`src/rtl/core/fixed_slot_free_list_allocator_assert.svh`:
```
// ----------------------------------------------------------------------------
// Assertion macros for the fixed-slot free list allocator
// Same-cycle and next-cycle implication checks on the rising clock edge,
// disabled while reset is active.
// ----------------------------------------------------------------------------
`ifndef FIXED_SLOT_FREE_LIST_ALLOCATOR_ASSERT_SVH
`define FIXED_SLOT_FREE_LIST_ALLOCATOR_ASSERT_SVH

// Consequent must hold in the same cycle as the antecedent.
`define FSFLA_ASSERT_NOW(lbl, ante, cons, msg) \
  lbl: assert property (@(posedge clk_i) disable iff (!rst_ni) (ante) |-> (cons)) \
    else $error(msg);

// Consequent must hold in the cycle after the antecedent.
`define FSFLA_ASSERT_NEXT(lbl, ante, cons, msg) \
  lbl: assert property (@(posedge clk_i) disable iff (!rst_ni) (ante) |=> (cons)) \
    else $error(msg);

`endif

```
`src/rtl/core/fsfla_pkg.sv`:
```
// ----------------------------------------------------------------------------
// fsfla_pkg
// Shared types and constants of the fixed-slot free list allocator.
// ----------------------------------------------------------------------------
`timescale 1ns / 1ps

package fsfla_pkg;

  localparam int SLOT_W          = 12;
  localparam int LINK_W          = 13;
  localparam int CHUNK_CNT_W     = 4;
  localparam int SLOT_SPACE      = 4096;
  localparam int SlotsPerChunk   = 512;
  localparam int NUM_CHUNKS      = 8;
  localparam int FIT_CHUNKS      = SLOT_SPACE / SlotsPerChunk;
  localparam int MAX_CHUNKS      = (NUM_CHUNKS < FIT_CHUNKS) ? NUM_CHUNKS : FIT_CHUNKS;
  localparam logic [LINK_W-1:0] NULL_LINK = LINK_W'(SLOT_SPACE);

  typedef enum logic {
    MODE_ALLOC   = 1'b0,
    MODE_RELEASE = 1'b1
  } mode_e;

  typedef enum logic [1:0] {
    STAT_ALLOCATED    = 2'd0,
    STAT_RELEASED     = 2'd1,
    STAT_NULL_RELEASE = 2'd2,
    STAT_EXHAUSTED    = 2'd3
  } status_e;

  typedef enum logic [1:0] {
    ST_IDLE,
    ST_POP,
    ST_CARVE
  } state_e;

  typedef struct packed {
    mode_e             mode;
    logic [SLOT_W-1:0] slot_index;
    logic              slot_present;
  } in_item_t;

  typedef struct packed {
    logic [SLOT_W-1:0] granted_slot;
    status_e           status;
  } out_item_t;

  typedef struct packed {
    logic              wr_en;
    logic [SLOT_W-1:0] wr_addr;
    logic [LINK_W-1:0] wr_data;
    logic              rd_en;
    logic [SLOT_W-1:0] rd_addr;
  } mem_req_t;

endpackage

```
`src/rtl/core/fsfla_ctrl.sv`:
```
// ----------------------------------------------------------------------------
// fsfla_ctrl
// Free list control: head register, chunk counter, carve sweep and the
// accesses to the link memory.
// ----------------------------------------------------------------------------
`timescale 1ns / 1ps

module fsfla_ctrl (
  input  logic                         clk_i,
  input  logic                         rst_ni,
  input  logic                         in_valid_i,
  input  fsfla_pkg::in_item_t          in_item_i,
  output logic                         in_stall_o,
  input  logic                         out_free_i,
  output logic                         res_valid_o,
  output fsfla_pkg::out_item_t         res_o,
  output fsfla_pkg::mem_req_t          mem_req_o,
  input  logic [fsfla_pkg::LINK_W-1:0] mem_rd_data_i
);

  fsfla_pkg::state_e                    state_q, state_d;
  logic [fsfla_pkg::LINK_W-1:0]         head_q, head_d;
  logic [fsfla_pkg::CHUNK_CNT_W-1:0]    chunks_q, chunks_d;
  logic [fsfla_pkg::SLOT_W-1:0]         cptr_q, cptr_d;
  logic [fsfla_pkg::SLOT_W-1:0]         clast_q, clast_d;

  logic                                 accept;
  logic                                 is_alloc;
  logic                                 head_valid;
  logic                                 carve_ok;
  logic [fsfla_pkg::LINK_W-1:0]         base;
  logic                                 carve_last;

  assign in_stall_o = (state_q != fsfla_pkg::ST_IDLE) || !out_free_i;
  assign accept     = in_valid_i && !in_stall_o;
  assign is_alloc   = (in_item_i.mode == fsfla_pkg::MODE_ALLOC);
  assign head_valid = !head_q[fsfla_pkg::LINK_W-1];
  assign carve_ok   = chunks_q < fsfla_pkg::CHUNK_CNT_W'(fsfla_pkg::MAX_CHUNKS);
  assign base       = fsfla_pkg::LINK_W'(chunks_q)
                      * fsfla_pkg::LINK_W'(fsfla_pkg::SlotsPerChunk);
  assign carve_last = (cptr_q == clast_q);

  // next state and registers
  always_comb begin
    state_d  = state_q;
    head_d   = head_q;
    chunks_d = chunks_q;
    cptr_d   = cptr_q;
    clast_d  = clast_q;
    case (state_q)
      fsfla_pkg::ST_IDLE: begin
        if (accept) begin
          if (is_alloc) begin
            if (head_valid) begin
              state_d = fsfla_pkg::ST_POP;
            end else if (carve_ok) begin
              state_d  = fsfla_pkg::ST_CARVE;
              head_d   = base + fsfla_pkg::LINK_W'(1);
              chunks_d = chunks_q + fsfla_pkg::CHUNK_CNT_W'(1);
              cptr_d   = fsfla_pkg::SLOT_W'(base + fsfla_pkg::LINK_W'(1));
              clast_d  = fsfla_pkg::SLOT_W'(base
                         + fsfla_pkg::LINK_W'(fsfla_pkg::SlotsPerChunk - 1));
            end
          end else if (in_item_i.slot_present) begin
            head_d = {1'b0, in_item_i.slot_index};
          end
        end
      end
      fsfla_pkg::ST_POP: begin
        head_d  = mem_rd_data_i;
        state_d = fsfla_pkg::ST_IDLE;
      end
      fsfla_pkg::ST_CARVE: begin
        if (carve_last) begin
          state_d = fsfla_pkg::ST_IDLE;
        end else begin
          cptr_d = cptr_q + fsfla_pkg::SLOT_W'(1);
        end
      end
      default: begin
        state_d = fsfla_pkg::ST_IDLE;
      end
    endcase
  end

  // result and memory requests
  always_comb begin
    res_valid_o       = 1'b0;
    res_o             = '0;
    res_o.status      = fsfla_pkg::STAT_ALLOCATED;
    mem_req_o         = '0;
    case (state_q)
      fsfla_pkg::ST_IDLE: begin
        if (accept) begin
          res_valid_o = 1'b1;
          if (is_alloc) begin
            if (head_valid) begin
              res_o.granted_slot = head_q[fsfla_pkg::SLOT_W-1:0];
              mem_req_o.rd_en    = 1'b1;
              mem_req_o.rd_addr  = head_q[fsfla_pkg::SLOT_W-1:0];
            end else if (carve_ok) begin
              res_o.granted_slot = base[fsfla_pkg::SLOT_W-1:0];
            end else begin
              res_o.status = fsfla_pkg::STAT_EXHAUSTED;
            end
          end else if (in_item_i.slot_present) begin
            res_o.status      = fsfla_pkg::STAT_RELEASED;
            mem_req_o.wr_en   = 1'b1;
            mem_req_o.wr_addr = in_item_i.slot_index;
            mem_req_o.wr_data = head_q;
          end else begin
            res_o.status = fsfla_pkg::STAT_NULL_RELEASE;
          end
        end
      end
      fsfla_pkg::ST_CARVE: begin
        mem_req_o.wr_en   = 1'b1;
        mem_req_o.wr_addr = cptr_q;
        mem_req_o.wr_data = carve_last ? fsfla_pkg::NULL_LINK
                            : fsfla_pkg::LINK_W'(cptr_q) + fsfla_pkg::LINK_W'(1);
      end
      default: begin
        res_valid_o = 1'b0;
      end
    endcase
  end

  always_ff @(posedge clk_i or negedge rst_ni) begin
    if (!rst_ni) begin
      state_q  <= fsfla_pkg::ST_IDLE;
      head_q   <= fsfla_pkg::NULL_LINK;
      chunks_q <= '0;
    end else begin
      state_q  <= state_d;
      head_q   <= head_d;
      chunks_q <= chunks_d;
    end
  end

  always_ff @(posedge clk_i) begin
    cptr_q  <= cptr_d;
    clast_q <= clast_d;
  end

endmodule
```
`config.mk`:
```
export PLATFORM = sky130hd
export DESIGN_NAME = fsfla_ctrl
export DESIGN_NICKNAME = d
export VERILOG_FILES = /design/src/rtl/core/fixed_slot_free_list_allocator_assert.svh /design/src/rtl/core/fsfla_pkg.sv /design/src/rtl/core/fsfla_ctrl.sv
export SDC_FILE = /design/constraint.sdc
export NUM_CORES = 1
export LEC_CHECK = 0
export ABC_AREA = 1
export BUFFER_PORTS_ARGS = -buffer_cell sky130_fd_sc_hd__buf_2
export CORE_AREA = 2 2 77 79
export CTS_BUF_LIST = sky130_fd_sc_hd__clkbuf_8
export CTS_CLUSTER_SIZE = 20
export DETAILED_ROUTE_END_ITERATION = 8
export DIE_AREA = 0 0 79 81
export PLACE_DENSITY = 0.71
export SLEW_MARGIN = 0
export SYNTH_ARGS = -nofsm -noshare
export SYNTH_HDL_FRONTEND = slang
export SYNTH_SLANG_ARGS = --single-unit
```
`constraint.sdc`:
```
create_clock -name clk_i -period 3.3 [get_ports clk_i]
set_input_delay 0.66 -clock clk_i [delete_from_list [all_inputs] [get_ports clk_i]]
set_output_delay 0.66 -clock clk_i [all_outputs]
set_load 0.02 [all_outputs]
```
==> results_dict.tcl <==
set metrics [dict create \
    place_area_mm2 0.00281 \
    period_share 0.863 \
    via_per_inst 4.95 \
    ys_async_sr_fraction 0.559 \
    r2r_setup_slack_ns 1.00 \
    reg2regPathDepth 6 \
    worstSetupEndpoint "mem_req_o[21]" \
    drtIter0Drc 178 \
    p_per_area_mw_per_mm2 509 \
    avgSynthCellArea_um2 6.65 \
    cts_resized 0 \
    cts_sinks 34 \
    rsz0062_at_grt "no" \
    synth_fp_nets 394 \
    clkTransAtPathRegs_ns 0.07 \
    startpoint_type "register" \
    drt-total-wl_um 6910 \
    yosysTopAreaCell "nand2_1" \
    tritoncts "built" \
    pin_count 86 \
    cts_root_buf "clkbuf_8" \
    clk_latency_ns 0.29 \
    yosys-top-cells-count "nand2_1 (133), inv_1 (41), nor2_1 (37)" \
    drt_first_pass_iters 5 \
    fp-row-count 28 \
    finish.instance_area_mm2 0.00290 \
    core-area_mm2 0.00568 \
    grt_max_degree 22 \
    yosysWarnings 0 \
    hold_buffers 0 \
    grt_overflow_total 0 \
    setup.worst_path.class "register to primary output" \
    num_vias 2527 \
    p_leak_uw 0.00164 \
    r2r-start "state_q[0]" \
    status "finished clean" \
    cp.required_ns 2.64 \
    cts_buffers 5 \
    peakVddDrop_mv 0.303 \
    slew-limit-headroom 0.559 \
    worstPathArrival_ns 2.19 \
    gp_congestion 0.895 \
    timing.rr.end "cptr_q[9]" \
    cap_viol_max_count 0 \
    holdCritPathClass "primary input to async pin" \
    synth_area_leaders "nand2_1 (21%), dfrtp_1 (19%), edfxtp_1 (19%), inv_1 (6.4%), o21ai_0 (5.8%)" \
    area_delta_synth_final_pct 20.8 \
    drc 0 \
    antenna_left 0 \
    multiInputGateArea_mm2 0.00118 \
    layout-drive-gt1-share 0.250 \
    cts_max_level 2 \
    critical_path.max_fanout 13 \
    die_w_um 79 \
    cp_cell_sequence "inv_1 > nand2_2 > nor2_4 > nand2_2 > inv_1 > nand3_1 > o21ai_0 > buf_2" \
    synth.distinct_cells 28 \
    ys.flop_type "dfrtp_1" \
    regArea_um2 927 \
    cts_setup_buffers 0 \
    yosys.cell_count.top_type "nand2_1" \
    fmax_ghz 0.351 \
    synthCells 361 \
    max_slew.worst_pin.slew_ns 0.660 \
    grt_pass1_vias 2221 \
    cp_slowest_cell "dfrtp_1" \
    fillers 594 \
    fp.dieH_um 81 \
    skew_ns 0.00573 \
    antenna_found_initial 0 \
    drv_slew 0 \
    grt_usage 0.219 \
    diodes 0 \
    finalSetupViolCount 0 \
    synth_edf_count 15 \
    cp_slowest_stage_delay_ns 0.36 \
    syn_area_mm2 0.00240 \
    nNetsFinal 468 \
    wl_per_cell_um 13.5 \
    place_hpwl_um 5310 \
    grt_pass1_wl_um 10800 \
    tns_ns 0 \
    startpoint "state_q[0]" \
    cts_buffer_depth 2 \
    dieArea_mm2 0.00640 \
    io_buffers 85 \
    period_needed_ns 2.85 \
    cp-end-kind "primary output" \
    ys_seq_area_frac 0.386 \
    yosys_register_bits 34 \
    hold_viol 0 \
    start_util 0.423 \
    synth_top_area_frac 0.208 \
]
## flip-flops by register name (all words and copies together) (netlist names)
register  flops
cptr_q       12
clast_q       3
chunks_q      4
state_q       2
head_q       13
## area by class of cell
| cell class | instances | share of cell area |
|---|---|---|
| well taps | 75 | 0.0323 |
| repair buffers | 87 | 0.152 |
| multi-input cells | 262 | 0.406 |
| inverters | 45 | 0.0582 |
| clock inverters | 2 | 0.00431 |
| clock buffers | 6 | 0.0284 |
| flip-flops and latches | 34 | 0.319 |
## metal layers
metal  global-route usage  up-vias  share of wire
li1                     -     1277              -
met5                    0        -              0
met3               0.0278       11          0.073
met1                0.317     1123           0.46
met2                0.326      116           0.45
met4                0.102        0          0.020
## cell usage in the layout, fill, tap and decap left out, types with 2 or more instances in the layout
master	instances
nand2_1	133
buf_2	85
inv_1	41
nor2_1	37
o21ai_0	28
nand3_1	20
dfrtp_1	18
a21oi_1	15
edfxtp_1	15
o21ai_1	7
clkbuf_8	6
inv_2	4
nor3_1	3
nand2_2	2
nand3_2	2
nand4_1	2
o22ai_1	2
nor2_2	2
xor2_1	2
ha_1	2
buf_4	2
## report_power, final
group	switching (uW)	internal, uW
combinational	363	162
clock	166	168
sequential	78.8	540
## how the worst min path moves through the flow
stage / to / slack, ns / cells past startpoint
after floorplan: chunks_q[0] / 0.36 / 0
after global placement: head_q[6] / 0.48 / 2
after detailed placement: head_q[3] / 0.48 / 2
after CTS: state_q[0] / 0.32 / 1
after global routing: state_q[0] / 0.33 / 1
final: state_q[0] / 0.31 / 1
## cell families (layout without fill, tap and decap cells)
logic type      Yosys count  count (layout)  synth area share
compound gates           53              53             0.112
simple gates            205             205             0.360
xor+xnor                  2               2           0.00729
fa+ha+maj                 2               2            0.0104
flops                    34              34             0.386
buf+inv                  65             140             0.124
## stage by stage
stage / hold slack, ns / setup WS, ns / total power, uW / std cells / util
2_1_floorplan: 0.364 / 0.657 / 981 / 361 / -
3_3_place_gp: 0.476 / 0.649 / 1140 / 503 / 0.495
3_5_place_dp: 0.480 / 0.561 / 1150 / 503 / 0.495
4_1_cts: 0.319 / 0.465 / 1470 / 511 / 0.511
5_1_grt: 0.328 / 0.282 / 1570 / 511 / 0.511
6_report: 0.306 / 0.451 / 1480 / 511 / 0.511
## critical path, delay by kind of cell, from the launching register on
kind | cells | cell delay [ns]
simple gates | 4 | 0.71
buf+inv | 3 | 0.51
flops | 1 | 0.36
compound gates | 1 | 0.30
Note: power is estimated with default switching activity, not from simulation.
